===== src/design/usbrx_pkg.sv =====
// Shared types and constants for the USB receive packet ring buffer.
package usbrx_pkg;

   // Default geometry of the ring; the top level hands these down as parameters.
   localparam int BUFFER_BYTES_DEF = 1024;
   localparam int PACKET_BYTES_DEF = 64;

   // Widths fixed by the transfer fields.
   localparam int OP_W   = 2;
   localparam int BYTE_W = 8;
   localparam int FILL_W = 10;

   // Depth of the command queue between the front and the back.
   localparam int CMD_DEPTH   = 2;
   localparam int CMD_PTR_W   = $clog2(CMD_DEPTH);
   localparam int CMD_COUNT_W = $clog2(CMD_DEPTH + 1);

   // Depth of the result queue that drives the rsp_ ports.
   localparam int RSP_DEPTH   = 4;
   localparam int RSP_PTR_W   = $clog2(RSP_DEPTH);
   localparam int RSP_COUNT_W = $clog2(RSP_DEPTH + 1);

   typedef enum logic [OP_W-1:0] {
      OP_WRITE = 2'd0,
      OP_READ  = 2'd1,
      OP_POLL  = 2'd2,
      OP_CLEAR = 2'd3
   } op_type;

   typedef enum logic [1:0] {
      STATUS_DONE    = 2'd0,
      STATUS_EMPTY   = 2'd1,
      STATUS_DROPPED = 2'd2
   } status_type;

   // A classified request as it travels from the front to the back.
   typedef struct packed {
      logic              is_write;
      logic              is_read;
      logic              is_poll;
      logic              is_clear;
      logic [BYTE_W-1:0] data;
      logic              last;
   } cmd_type;

   // One finished result.
   typedef struct packed {
      logic [BYTE_W-1:0] read_byte;
      status_type        status;
      logic              armed;
      logic [FILL_W-1:0] fill;
   } rsp_type;

endpackage


===== src/design/usbrx_front.sv =====
// Front end: accepts requests, decodes the operation and queues the commands.
module usbrx_front (
   input  logic                            clock,
   input  logic                            reset,
   input  logic                            req_push,
   output logic                            req_full,
   input  logic [usbrx_pkg::OP_W-1:0]      req_operation,
   input  logic [usbrx_pkg::BYTE_W-1:0]    req_data_byte,
   input  logic                            req_packet_end,
   output logic                            cmd_valid,
   output usbrx_pkg::cmd_type              cmd,
   input  logic                            cmd_pop
);

   localparam int PtrW   = usbrx_pkg::CMD_PTR_W;
   localparam int CountW = usbrx_pkg::CMD_COUNT_W;

   usbrx_pkg::cmd_type queue_ff [usbrx_pkg::CMD_DEPTH];
   logic [PtrW-1:0]    wr_ptr_ff, wr_ptr_in;
   logic [PtrW-1:0]    rd_ptr_ff, rd_ptr_in;
   logic [CountW-1:0]  count_ff, count_in;
   usbrx_pkg::cmd_type decoded;
   logic               do_push;
   logic               do_pop;

   always_comb begin
      decoded      = '0;
      decoded.data = req_data_byte;
      decoded.last = req_packet_end;
      case (usbrx_pkg::op_type'(req_operation))
         usbrx_pkg::OP_WRITE: decoded.is_write = 1'b1;
         usbrx_pkg::OP_READ:  decoded.is_read  = 1'b1;
         usbrx_pkg::OP_POLL:  decoded.is_poll  = 1'b1;
         usbrx_pkg::OP_CLEAR: decoded.is_clear = 1'b1;
         default:             decoded.is_clear = 1'b0;
      endcase
   end

   assign req_full  = (count_ff == CountW'(usbrx_pkg::CMD_DEPTH));
   assign cmd_valid = (count_ff != '0);
   assign cmd       = queue_ff[rd_ptr_ff];
   assign do_push   = req_push && !req_full;
   assign do_pop    = cmd_pop && cmd_valid;

   always_comb begin
      wr_ptr_in = do_push ? wr_ptr_ff + PtrW'(1) : wr_ptr_ff;
      rd_ptr_in = do_pop ? rd_ptr_ff + PtrW'(1) : rd_ptr_ff;
      count_in  = count_ff;
      if (do_push && !do_pop) begin
         count_in = count_ff + CountW'(1);
      end else if (!do_push && do_pop) begin
         count_in = count_ff - CountW'(1);
      end
   end

   always_ff @(posedge clock) begin
      if (reset) begin
         wr_ptr_ff <= '0;
         rd_ptr_ff <= '0;
         count_ff  <= '0;
      end else begin
         wr_ptr_ff <= wr_ptr_in;
         rd_ptr_ff <= rd_ptr_in;
         count_ff  <= count_in;
      end
   end

   always_ff @(posedge clock) begin
      if (do_push) begin
         queue_ff[wr_ptr_ff] <= decoded;
      end
   end

   // A refused push must leave the fill of the queue alone unless the back pops.
   a_refused_push_holds: assert property (@(posedge clock) disable iff (reset)
      (req_push && req_full && !cmd_pop) |=> $stable(count_ff))
      else $error("command queue changed on a refused push");

endmodule


===== config.mk =====
export PLATFORM = sky130hd
export DESIGN_NAME = usbrx_front
export DESIGN_NICKNAME = d
export VERILOG_FILES = /design/src/design/usbrx_pkg.sv /design/src/design/usbrx_front.sv
export SDC_FILE = /design/constraint.sdc
export NUM_CORES = 1
export LEC_CHECK = 0
export BUFFER_PORTS_ARGS = -buffer_cell sky130_fd_sc_hd__buf_2
export CELL_PAD_IN_SITES_DETAIL_PLACEMENT = 0
export CELL_PAD_IN_SITES_GLOBAL_PLACEMENT = 1
export CORE_MARGIN = 1.5
export CORE_UTILIZATION = 25
export CTS_BUF_LIST = sky130_fd_sc_hd__clkbuf_4
export DETAILED_ROUTE_END_ITERATION = 16
export PLACE_DENSITY = 0.55
export REMOVE_ABC_BUFFERS = 1
export SLEW_MARGIN = 20
export SYNTH_ARGS = -nofsm -noshare
export SYNTH_HDL_FRONTEND = slang
export SYNTH_SLANG_ARGS = --single-unit
export TNS_END_PERCENT = 5

===== constraint.sdc =====
create_clock -name clock -period 3.8 [get_ports clock]
set_clock_uncertainty 0.1 [all_clocks]
set_input_delay 0.95 -clock clock [delete_from_list [all_inputs] [get_ports clock]]
set_output_delay 0.95 -clock clock [all_outputs]
set_load 0.02 [all_outputs]

==> flow_summary.yaml <==
run_status:
  outcome: "finished, violations left"
  violations: "design-rule violations"
floorplanning:
  ios: 30
  coreArea_mm2: 0.00444
  start_util_pct: 26.4
  die_h_um: 71.6
  placementRows: 24
  die_w_um: 71.6
  die_area_mm2: 0.00512
placement:
  gp_congestion: 0.617
  dp_hpwl_mm: 1.40
  io_buffers: 29
setup_path:
  path_buf_inv: 1
  crit_required_ns: 2.75
  critical_path.max_fanout: 13
  cp-start-kind: "register"
  worstSetupPathType: "register to primary output"
  arrival_ns: 1.60
  critPathMaxStageDelay_ns: 0.71
  path_delay_family: "flip-flops"
  timing.rr.start: "count_ff[0]"
  worst_path_max_delay_cell: "dfxtp_1"
  path_cells: "mux2_2 > buf_2"
  worstSetupEndpointType: "primary output"
clock_network:
  clk_latency_ns: 0.32
  root_buffer: "clkbuf_4"
  path_clk_slew_ns: 0.09
  cts_buffer_depth: 2
  cts.sinks: 31
  hold_buffers: 0
  cts_max_level: 2
  post-cts-setup-buffers: 0
  cts_tree: "done"
  numCtsBuffers: 5
  cts_resized: 0
timing:
  fin_crit_ns: 2.65
  worst_pin_slew_ns: 0.637
  setup_tns_ns: 0
  drv_slew: 0
  whs_ns: 0.402
  min_period_over_period_pct: 69.7
  finalSetupViolCount: 0
  rsz0062_at_grt: "no"
  worst_slew_margin_rel_pct: 57.5
  clock.fmax_mhz: 377
  hold_viol_final: 0
detailed_routing:
  drt_iter0_markers: 25
  wl_per_cell_um: 12.6
  wl_mm: 1.99
  vias: 656
  detail-route-antenna-nets: 0
  route.detailed.drc: 2
  drt_first_pass_iters: 10
  vias_per_cell: 4.18
global_route:
  antenna_found_initial: 0
  grt_pass1_wl_mm: 3.28
  grt-ovfl-total: 0
  grt_max_degree: 14
  globalRouteTotalUtil_pct: 8.88
  grt_pass1_vias: 713
synth:
  syn_inst: 69
  ys_ff_latch: 31
  synth_area_mm2: 0.00117
  yosysWarningCount: 0
  syn_area_per_cell_um2: 17.0
  ys_seq_area_share_pct: 75.0
  ys_types: 15
worst_hold_path:
  hold_path.class: "register to register"
  min-delay-start: "wr_ptr_ff"
power_and_ir_drop:
  power_density_mw_per_mm2: 659
  vdd_drop_max_mv: 0.315
  p_leak_uw: 0.000553
layout:
  fin_nets: 120
  final_common_cell: "buf_2"
  area_growth_pct: 21.9
  layout_common_cells: "buf_2 (29), edfxtp_1 (26), mux2_2 (13)"
  fillCellCount: 458
  antenna_cells: 0
  drive_above_1_share_pct: 47.6
job:
  max_cap_violations: 0
layout make-up:
class | instances | area (um2) | share of cell area [%]
Clock buffer | 6 | 45.0 | 3.14
Clock inverter | 2 | 7.51 | 0.524
Inverter | 2 | 7.51 | 0.524
Multi-Input combinational cell | 35 | 282 | 19.7
Sequential cell | 31 | 881 | 61.5
Tap cell | 52 | 65.1 | 4.54
Timing Repair Buffer | 29 | 145 | 10.1
logic make-up (layout without fill, tap and decap cells):
logic type | count (synthesis) | count (layout) | synth area share [%]
flip-flops | 31 | 31 | 75.0
multiplexers | 13 | 13 | 12.5
AND/OR/NAND/NOR | 13 | 13 | 6.07
AO/OA/AOI/OAI | 5 | 5 | 2.13
XOR/XNOR | 3 | 3 | 2.24
buffers and inverters | 3 | 39 | 1.06
adder cells (fa/ha/maj) | 1 | 1 | 1.06
worst reg2reg max path, stage by stage, from the launching register on:
cell     delay [ns]
dfxtp_1        0.43
nor2b_2        0.08
or3_1          0.34
inv_1          0.42
report_power, final:
part | internal, uW | total [uW] | switching [uW]
combinational | 125 | 290 | 165
sequential | 432 | 471 | 39.2
clock | 75.6 | 183 | 108
total | 633 | 944 | 312
cells in the mapped netlist:
cell type / number / area (um2)
mux2_2: 13 / 146
nor2b_2: 1 / 8.76
buf_2: 1 / 5.00
a21oi_1: 2 / 10.0
or3_1: 2 / 12.5
o21ai_0: 3 / 15.0
inv_1: 2 / 7.51
nor2b_1: 2 / 12.5
nor2_1: 5 / 18.8
and2_1: 2 / 12.5
dfxtp_1: 5 / 100
edfxtp_1: 26 / 781
xor2_1: 3 / 26.3
ha_1: 1 / 12.5
or2_2: 1 / 6.26
worst paths after layout:
kind                                  endpoint  depth (start not counted)  slack [ns]
worst min register to register       wr_ptr_ff                          2        0.40
worst max-delay path                   cmd[12]                          2        1.15
worst min-delay path                 wr_ptr_ff                          2        0.40
worst max register to register  queue_ff[0][9]                          3        2.07
per-layer routing:
metal  track usage (%)  routed length (um)
met5                 0                   0
met2              15.1                1040
met1              8.86                 769
met3              3.94                 120
met4              5.66                  57
sequential cells by signal, summed over array words and instances (netlist names), named ones only:
name       cells
queue_ff      26
count_ff       2
rd_ptr_ff      1
wr_ptr_ff      1
per-stage QoR:
step / area, um2 / worst slack, ns / std cells / util (%) / total power [uW]
2_1_floorplan: 1170 / 1.73 / 68 / - / 680
3_3_place_gp: 1380 / 1.46 / 149 / 31.1 / 768
3_5_place_dp: 1380 / 1.44 / 149 / 31.1 / 777
4_1_cts: 1430 / 1.06 / 157 / 32.2 / 958
5_1_grt: 1430 / 1.02 / 157 / 32.2 / 999
6_report: 1430 / 1.15 / 157 / 32.2 / 944
No activity file was read; power rests on OpenSTA's default activity.
