===== config.mk =====
export PLATFORM = sky130hd
export DESIGN_NAME = usbrx_rsp_fifo
export DESIGN_NICKNAME = d
export VERILOG_FILES = /design/src/design/usbrx_pkg.sv /design/src/design/usbrx_rsp_fifo.sv
export SDC_FILE = /design/constraint.sdc
export NUM_CORES = 1
export LEC_CHECK = 0
export ABC_CLOCK_PERIOD_IN_PS = 2700
export BUFFER_PORTS_ARGS = -buffer_cell sky130_fd_sc_hd__buf_2
export CAP_MARGIN = 20
export CORE_UTILIZATION = 55
export DETAILED_ROUTE_END_ITERATION = 16
export PLACE_DENSITY = 0.83
export SYNTH_ARGS = -nofsm -noshare
export SYNTH_HDL_FRONTEND = slang
export SYNTH_SLANG_ARGS = --single-unit

===== constraint.sdc =====
create_clock -name clock -period 2.7 [get_ports clock]
set_input_delay 0.405 -clock clock [delete_from_list [all_inputs] [get_ports clock]]
set_output_delay 0.405 -clock clock [all_outputs]
set_load 0.03 [all_outputs]

===== src/design/usbrx_pkg.sv =====
// Shared types and constants for the USB receive packet ring buffer.
package usbrx_pkg;

   // Default geometry of the ring; the top level hands these down as parameters.
   localparam int BUFFER_BYTES_DEF = 1024;
   localparam int PACKET_BYTES_DEF = 64;

   // Widths fixed by the transfer fields.
   localparam int OP_W   = 2;
   localparam int BYTE_W = 8;
   localparam int FILL_W = 10;

   // Depth of the command queue between the front and the back.
   localparam int CMD_DEPTH   = 2;
   localparam int CMD_PTR_W   = $clog2(CMD_DEPTH);
   localparam int CMD_COUNT_W = $clog2(CMD_DEPTH + 1);

   // Depth of the result queue that drives the rsp_ ports.
   localparam int RSP_DEPTH   = 4;
   localparam int RSP_PTR_W   = $clog2(RSP_DEPTH);
   localparam int RSP_COUNT_W = $clog2(RSP_DEPTH + 1);

   typedef enum logic [OP_W-1:0] {
      OP_WRITE = 2'd0,
      OP_READ  = 2'd1,
      OP_POLL  = 2'd2,
      OP_CLEAR = 2'd3
   } op_type;

   typedef enum logic [1:0] {
      STATUS_DONE    = 2'd0,
      STATUS_EMPTY   = 2'd1,
      STATUS_DROPPED = 2'd2
   } status_type;

   // A classified request as it travels from the front to the back.
   typedef struct packed {
      logic              is_write;
      logic              is_read;
      logic              is_poll;
      logic              is_clear;
      logic [BYTE_W-1:0] data;
      logic              last;
   } cmd_type;

   // One finished result.
   typedef struct packed {
      logic [BYTE_W-1:0] read_byte;
      status_type        status;
      logic              armed;
      logic [FILL_W-1:0] fill;
   } rsp_type;

endpackage


===== src/design/usbrx_rsp_fifo.sv =====
// Result queue that presents the oldest finished result on the rsp_ ports.
module usbrx_rsp_fifo (
   input  logic                                clock,
   input  logic                                reset,
   input  logic                                push,
   input  usbrx_pkg::rsp_type                  push_data,
   input  logic                                pop,
   output logic                                empty,
   output usbrx_pkg::rsp_type                  head,
   output logic [usbrx_pkg::RSP_COUNT_W-1:0]   count
);

   localparam int PtrW   = usbrx_pkg::RSP_PTR_W;
   localparam int CountW = usbrx_pkg::RSP_COUNT_W;

   usbrx_pkg::rsp_type entries_ff [usbrx_pkg::RSP_DEPTH];
   logic [PtrW-1:0]    wr_ptr_ff, wr_ptr_in;
   logic [PtrW-1:0]    rd_ptr_ff, rd_ptr_in;
   logic [CountW-1:0]  count_ff, count_in;
   logic               do_pop;

   assign empty  = (count_ff == '0);
   assign head   = entries_ff[rd_ptr_ff];
   assign count  = count_ff;
   assign do_pop = pop && !empty;

   always_comb begin
      wr_ptr_in = push ? wr_ptr_ff + PtrW'(1) : wr_ptr_ff;
      rd_ptr_in = do_pop ? rd_ptr_ff + PtrW'(1) : rd_ptr_ff;
      count_in  = count_ff;
      if (push && !do_pop) begin
         count_in = count_ff + CountW'(1);
      end else if (!push && do_pop) begin
         count_in = count_ff - CountW'(1);
      end
   end

   always_ff @(posedge clock) begin
      if (reset) begin
         wr_ptr_ff <= '0;
         rd_ptr_ff <= '0;
         count_ff  <= '0;
      end else begin
         wr_ptr_ff <= wr_ptr_in;
         rd_ptr_ff <= rd_ptr_in;
         count_ff  <= count_in;
      end
   end

   always_ff @(posedge clock) begin
      if (push) begin
         entries_ff[wr_ptr_ff] <= push_data;
      end
   end

   // The back end reserves a slot before it executes, so a push never meets a full queue.
   a_no_overflow: assert property (@(posedge clock) disable iff (reset)
      push |-> (count_ff < CountW'(usbrx_pkg::RSP_DEPTH)))
      else $error("result pushed into a full queue");

endmodule


==> results of run 1 <==
[placed cells by master, fill, tap and decap left out, types with 2 or more instances in the layout]
| cell | synthesis | layout |
|---|---|---|
| clkbuf_1 | 1 | 2 |
| dfxtp_1 | 9 | 9 |
| edfxtp_1 | 84 | 84 |
| mux2i_1 | 2 | 2 |
| ha_1 | 5 | 5 |
| clkinv_1 | 0 | 2 |
| buf_4 | 0 | 5 |
| clkbuf_8 | 0 | 9 |
| inv_1 | 3 | 3 |
| and2_1 | 4 | 4 |
| mux4_2 | 20 | 20 |
| buf_2 | 2 | 49 |
| nor2_1 | 7 | 7 |
| xor2_1 | 4 | 4 |
[path summary, 6_finish.rpt]
kind / end / slack [ns] / cells after the start
min reg2reg: register / 0.54 / 2
min: entries_ff[2][12] / 0.28 / 1
max: head[19] / 0.45 / 3
max reg2reg: count[2] / 0.70 / 7
[sequential cells by signal, indices dropped and copies added, names as in the netlist, named ones only]
signal	count
count	3
wr_ptr_ff	2
rd_ptr_ff	2
entries_ff	84
[cells by family (layout without fill, tap and decap cells)]
kind of cell / Yosys count / in the layout
flops: 93 / 93
mux: 23 / 23
simple gates: 13 / 13
buf+inv: 8 / 74
fa+ha+maj: 6 / 6
xor+xnor: 5 / 5
compound gates: 4 / 4
[power groups by stage]
| stage | Clock [mW] | Combinational [mW] | Sequential, mW |
|---|---|---|---|
| 6_report | 0.848 | 1.03 | 1.73 |
| 5_1_grt | 0.910 | 1.11 | 1.74 |
| 4_1_cts | 0.859 | 1.05 | 1.73 |
| 3_5_place_dp | 0 | 1.05 | 1.76 |
| 3_3_place_gp | 0 | 1.03 | 1.75 |
| 2_1_floorplan | 0 | 0.777 | 1.79 |
[routing by layer]
metal  vias up  GRT usage [%]
met1       827           22.0
met3        15           4.44
met4         0           10.2
li1        739              -
met2        51           31.3
met5         -              0
[area by class of cell]
cell class / count / area share (%)
sequential: 93 / 67.2
multi-input combinational: 51 / 18.1
timing repair buffer: 55 / 7.53
clock buffer: 11 / 3.27
tap: 75 / 2.33
clock inverter: 5 / 1.28
inverter: 3 / 0.280
[stage by stage]
step | std cells | util (%) | power (mW) | cell area [um^2]
after global routing | 293 | 67.1 | 3.76 | 4020
after CTS | 293 | 67.1 | 3.64 | 4020
after floorplan | 152 | - | 2.56 | 3480
after detailed placement | 277 | 64.0 | 2.81 | 3840
final | 293 | 67.1 | 3.61 | 4020
after global placement | 277 | 64.0 | 2.79 | 3840
==> flow_summary_export.csv, run 1 <==
group,metric,value,unit
power,p_per_area,898,nW/um^2
worst_setup_path,crit_required,2.30,ns
sta,relSlewSlack,63.7,%
yosys,synth_area_leaders,"edfxtp_1 (73%), mux4_2 (13%), dfxtp_1 (5.2%)",
worst_setup_path,cp_cell_sequence,"buf_4 -> mux4_1 -> buf_2",
power,comb_power_share,28.6,%
yosys,synth_seq_area_share,77.8,%
yosys,synth_top_area_cell,"edfxtp_1",
placement,gp_congestion,0.678,
yosys,postSynthAreaPerCell,22.9,um^2
sta,tightest_slew,0.544,ns
power,leakagePower,1.41,nW
yosys,synth_edf_count,84,
cells_and_area,area.growth.synth_to_final,15.6,%
yosys,ys_seq_elements,93,
floorplanning,die_w,81.5,um
route,via_count,1632,
sta,finClkSkew,0.00861,ns
yosys,syn_inst,152,
yosys,synth-xor-area-share,1.26,%
worst_setup_path,critPathArrivalTime,1.85,ns
yosys,synth_area,3480,um^2
sta,finalCriticalPeriod,2.25,ns
worst_setup_path,critPathKind,"register to output port",
yosys,ys_types,21,
yosys,synth_compound_area_share,1.15,%
global_routing,overflow,0,
route,drt-met1-wl,2180,um
cts,hold_buffers,0,
status,status,"finished clean",
route,wl_met3,265,um
cts,post-cts-setup-buffer-count,0,
route,ant_nets,0,
yosys,syn-num-nets,183,
global_routing,antenna_found_initial,0,
sta,hold_ws,0.278,ns
cts,cts_made_buffers,9,
yosys,synth_common_cells,"edfxtp_1 (84), mux4_2 (20), dfxtp_1 (9)",
sta,fin_ws,0.447,ns
power,p_sw_share,30.6,%
global_routing,grt_pass1_wl,8380,um
yosys,synth.top_cell.area_share,72.6,%
run,maxCapViolations,0,
worst_setup_path,cp_num_buf_inv,2,
yosys,synth_top_family_by_area,"multiplexers",
sta,final.period_utilization,83.5,%
worst_setup_path,cp_slowest_cell,"mux4_1",
global_routing,grt_pass1_vias,1709,
floorplanning,io_pins,50,
cells_and_area,fillers,369,
sta,setup_tns,0,ns
floorplanning,die_y,81.5,um
yosys,yosysMostFrequentCell,"edfxtp_1",
global_routing,grt_start_max_net_pins,22,
placement,port_buffers,49,
floorplanning,rows,28,
sta,hold_viol,0,
yosys,synth.area.mux_share,14.3,%
worst_setup_path,cp-end-kind,"output port",
worst_hold_path,hold_path_class,"input port to register",
cells_and_area,diodes,0,
power,p_clk_share,23.5,%
cts,htreeDepth,3,
cts,ctsRootBufferMaster,"clkbuf_8",
floorplanning,core,5990,um^2
cells_and_area,ff_latch_area,2700,um^2
route,wl_met2,2870,um
route,vias_per_cell,5.57,
placement,hpwl,3690,um
worst_setup_path,cp-start-kind,"register",
cts,clk_path_buf_depth,2,
cts,clkSinkCount,93,
power,power.switching,1.10,mW
sta,rsz0062_at_grt,"false",
route,maxUsedRoutingLayer,"met4",
sta,fmax,0.444,GHz
route,drt_first_pass_iters,4,
yosys,async_reset_ff_share,0,%
power,pwr-share-seq,47.9,%
cts,cts_tree,"yes",
route,first_iter_violations,112,
yosys,synth_fa_ha_area_share,2.38,%
cts,cts_resized,0,
yosys,yosys.area_share.simple,1.80,%
route,drc_errors,0,
worst_setup_path,cp_top_family,"multiplexers",
worst_setup_path,cpPeakStageDelay,0.63,ns
cells_and_area,multiInputGateArea,726,um^2
power,p_int,2.50,mW
cells_and_area,final_nets,244,
cts,clkLatencyLatePin,0.34,ns
floorplanning,initial_core_util,58.0,%
worst_hold_path,hp-start,"push_data[12]",
power,ir_drop,0.656,mV
cts,clk_pin_slew,0.08,ns
yosys,synth_flop_cell,"edfxtp_1",
global_routing,globalRouteTotalUtil,18.6,%
route,totalWireLength,5470,um
cells_and_area,final_layout_size_suffix_gt1_share,40.4,%
worst_setup_path,r2r_start,"count[1]",
placement,dpl_worst_slack,0.702,ns
yosys,synth-warning-count,0,
floorplanning,die-area,6640,um^2
sta,slew_violations,0,
worst_setup_path,cp_max_fo,21,
route,wl_per_cell,18.7,um
sta,setup_viol,0,
(Power assumes the default switching activity.)
==> run 2: changes to the inputs <==
--- a/config.mk
+++ b/config.mk
@@ -5,7 +5,8 @@
 export SDC_FILE = /design/constraint.sdc
 export NUM_CORES = 1
 export LEC_CHECK = 0
-export ABC_CLOCK_PERIOD_IN_PS = 2700
+export ABC_AREA = 1
+export ABC_CLOCK_PERIOD_IN_PS = 2200
 export BUFFER_PORTS_ARGS = -buffer_cell sky130_fd_sc_hd__buf_2
 export CAP_MARGIN = 20
 export CORE_UTILIZATION = 55
==> constraint.sdc (replaced) <==
create_clock -name clock -period 2.2 [get_ports clock]
set_input_delay 0.33 -clock clock [delete_from_list [all_inputs] [get_ports clock]]
set_output_delay 0.33 -clock clock [all_outputs]
set_load 0.03 [all_outputs]
==> run 2 against run 1 <==
Global-route usage grew 0.94 points. Final area grew 3.5%. Via count up 36%. Clock skew down 0.0032 ns. Critical path type unchanged. Critical endpoint is now head[7].
==> flow_summary_export.csv, run 2 <==
group,metric,value,unit
status,status,"finished clean",
cts,cts_resized,0,
floorplanning,die_w,83.3,um
cells_and_area,area.growth.synth_to_final,14.5,%
power,power.switching,1.61,mW
cells_and_area,instances_no_fill,404,
floorplanning,initial_core_util,57.2,%
route,drc_errors,0,
yosys,async_reset_ff_share,0,%
placement,port_buffers,49,
yosys,syn-num-nets,298,
worst_hold_path,holdPathStages,1,
global_routing,overflow,0,
cells_and_area,multiInputGateArea,744,um^2
power,p_per_area,1130,nW/um^2
worst_setup_path,cp_max_fo,21,
cells_and_area,mostFrequentLayoutCells,"edfxtp_1 (84), buf_2 (49), nor2_1 (46)",
sta,hold_viol,0,
worst_setup_path,cp-end-kind,"output port",
worst_setup_path,cp_cell_sequence,"inv_2 -> o21ai_1 -> o22ai_1 -> buf_2",
yosys,synth_seq_area_share,74.4,%
cts,clk_pin_slew,0.08,ns
cells_and_area,largest-register,"entries_ff",
sta,slew_violations,0,
sta,fmax,0.493,GHz
route,wl_met3,378,um
global_routing,grt_pass1_wl,10100,um
cts,clk_path_buf_depth,2,
yosys,ys_seq_elements,93,
sta,final.period_utilization,92.1,%
yosys,postSynthAreaPerCell,13.6,um^2
cells_and_area,diodes,0,
yosys,yosysMostFrequentCell,"edfxtp_1",
worst_setup_path,r2r_start,"count[0]",
worst_setup_path,cp_num_buf_inv,2,
yosys,synth.top_cell.area_share,69.4,%
worst_setup_path,critical_path.endpoint,"head[7]",
power,p_int,3.09,mW
sta,finalCriticalPeriod,2.03,ns
worst_setup_path,r2r_slack,0.41,ns
global_routing,globalRouteTotalUtil,19.5,%
worst_setup_path,cp.depth,4,
yosys,synth_top_area_cell,"edfxtp_1",
route,vias_per_cell,5.49,
power,ir_drop,0.748,mV
floorplanning,die-area,6930,um^2
yosys,synth_common_cells,"edfxtp_1 (84), nor2_1 (46), o21ai_0 (26)",
power,leakagePower,1.56,nW
floorplanning,rows,29,
cells_and_area,ff_latch_area,2700,um^2
cells_and_area,fillers,449,
placement,gp_congestion,0.801,
cts,clkLatencyLatePin,0.35,ns
yosys,syn_inst,267,
cts,cts_made_buffers,9,
cts,htreeDepth,3,
yosys,synth-warning-count,0,
worst_setup_path,rr_endpoint,"count[2]",
power,comb_power_share,29.7,%
power,p_sw_share,34.3,%
worst_setup_path,cpPeakStageDelay,0.42,ns
yosys,synth_flop_cell,"edfxtp_1",
route,drt_first_pass_iters,4,
sta,hold_ws,0.183,ns
worst_setup_path,crit_required,1.87,ns
route,wl_met2,3270,um
global_routing,grt_start_max_net_pins,44,
sta,rsz0062_at_grt,"false",
worst_setup_path,cp_slowest_cell,"dfxtp_2",
worst_setup_path,critPathArrivalTime,1.70,ns
global_routing,antenna_found_initial,0,
route,totalWireLength,6390,um
worst_setup_path,critPathKind,"register to output port",
cts,hold_buffers,0,
global_routing,grt_pass1_vias,2195,
placement,hpwl,3990,um
route,wl_per_cell,15.8,um
floorplanning,io_pins,50,
cts,ctsRootBufferMaster,"clkbuf_8",
sta,setup_tns,0,ns
power,p_clk_share,25.3,%
yosys,synth_edf_count,84,
route,drt-met1-wl,2680,um
floorplanning,die_y,83.3,um
yosys,synth_area_leaders,"edfxtp_1 (69%), dfxtp_1 (5.0%), nor2_1 (4.8%)",
floorplanning,core,6350,um^2
worst_setup_path,cp_top_family,"buffers and inverters",
cts,clkSinkCount,93,
worst_setup_path,cp-start-kind,"register",
worst_hold_path,hold_path_class,"input port to register",
cells_and_area,largest_reg_flops,84,
sta,tightest_slew,0.469,ns
cts,post-cts-setup-buffer-count,0,
sta,finClkSkew,0.00536,ns
cells_and_area,final_layout_size_suffix_gt1_share,24.5,%
route,via_count,2217,
sta,setup_viol,0,
cells_and_area,final_common_cell,"edfxtp_1",
sta,relSlewSlack,68.7,%
route,ant_nets,0,
worst_setup_path,reg2reg_depth,12,
route,maxUsedRoutingLayer,"met4",
cts,cts_tree,"yes",
yosys,synth_area,3630,um^2
cells_and_area,final_nets,353,
run,maxCapViolations,0,
yosys,ys_types,21,
power,pwr-share-seq,45.0,%
placement,place_inst,388,
route,first_iter_violations,166,
[run 2: changes by cell type in the layout (fill, tap and decap cells not counted), sizes merged, moves of 3 or more]
cell   before  now
xor2        4    1
nand2       0   15
mux4       21    0
and2        4    0
nor2        7   48
a21oi       1    5
o22ai       0   21
nand3       0    3
inv         3   18
o21ai       1   45
[run 2: cell families (layout without fill, tap and decap cells)]
group                      after synthesis  after routing  share of synthesized area [%]
buffers and inverters                   30             90                           5.10
DFF                                     93             93                           74.4
xor gates and xnor gates                 1              1                          0.241
and+or+nand+nor                         66             66                           7.13
AOI/OAI and AO/OA                       71             71                           10.9
adders and majority gates                6              6                           2.27
[run 2: worst reg2reg max path, cell delays in order (launching register included)]
cell	delay [ns]
dfxtp_1	0.37
nor2_1	0.13
nand2_1	0.13
nand2_2	0.12
ha_1	0.16
inv_1	0.06
fa_1	0.38
inv_1	0.06
nand2_1	0.04
nand3_1	0.08
nand2_1	0.06
nand2_1	0.06
nor2_1	0.04
[run 2: metrics by stage]
stage               setup slack, ns  util [%]  power (mW)  area [um^2]
floorplan                     0.417         -        3.22         3630
global placement              0.525      62.1        3.51         3950
detailed placement            0.427      62.1        3.55         3950
CTS                         0.00276      65.5        4.72         4160
global route                  0.112      65.5        4.89         4160
finish                        0.173      65.5        4.70         4160
[run 2: area by class of cell]
cell class | count | share of cell area, %
Tap cell | 77 | 2.32
Clock buffer | 10 | 3.07
Clock inverter | 6 | 2.08
Timing Repair Buffer | 57 | 7.94
Multi-Input combinational cell | 144 | 17.9
Inverter | 17 | 1.71
Sequential cell | 93 | 65.0
[run 2: power by group through the flow]
stage / clock, mW / sequential [mW] / combinational, mW
global placement: 0 / 2.14 / 1.36
detailed placement: 0 / 2.15 / 1.40
finish: 1.19 / 2.11 / 1.40
CTS: 1.21 / 2.11 / 1.40
global route: 1.27 / 2.12 / 1.50
floorplan: 0 / 2.18 / 1.04
[run 2: worst min-delay path by stage]
stage,from,end,slack [ns]
after detailed placement,rd_ptr_ff[0],register,0.50
after floorplan,reset,register,0.40
after CTS,push_data[3],entries_ff[3][3],0.18
after global routing,push_data[15],entries_ff[2][15],0.18
after global placement,rd_ptr_ff[0],rd_ptr_ff[0],0.48
final,push_data[3],entries_ff[0][3],0.18
[run 2: per-layer routing]
| metal | up-vias | global-route usage (%) |
|---|---|---|
| li1 | 1077 | - |
| met1 | 1068 | 23.7 |
| met2 | 68 | 32.6 |
| met3 | 4 | 5.37 |
| met4 | 0 | 8.78 |
| met5 | - | 0 |
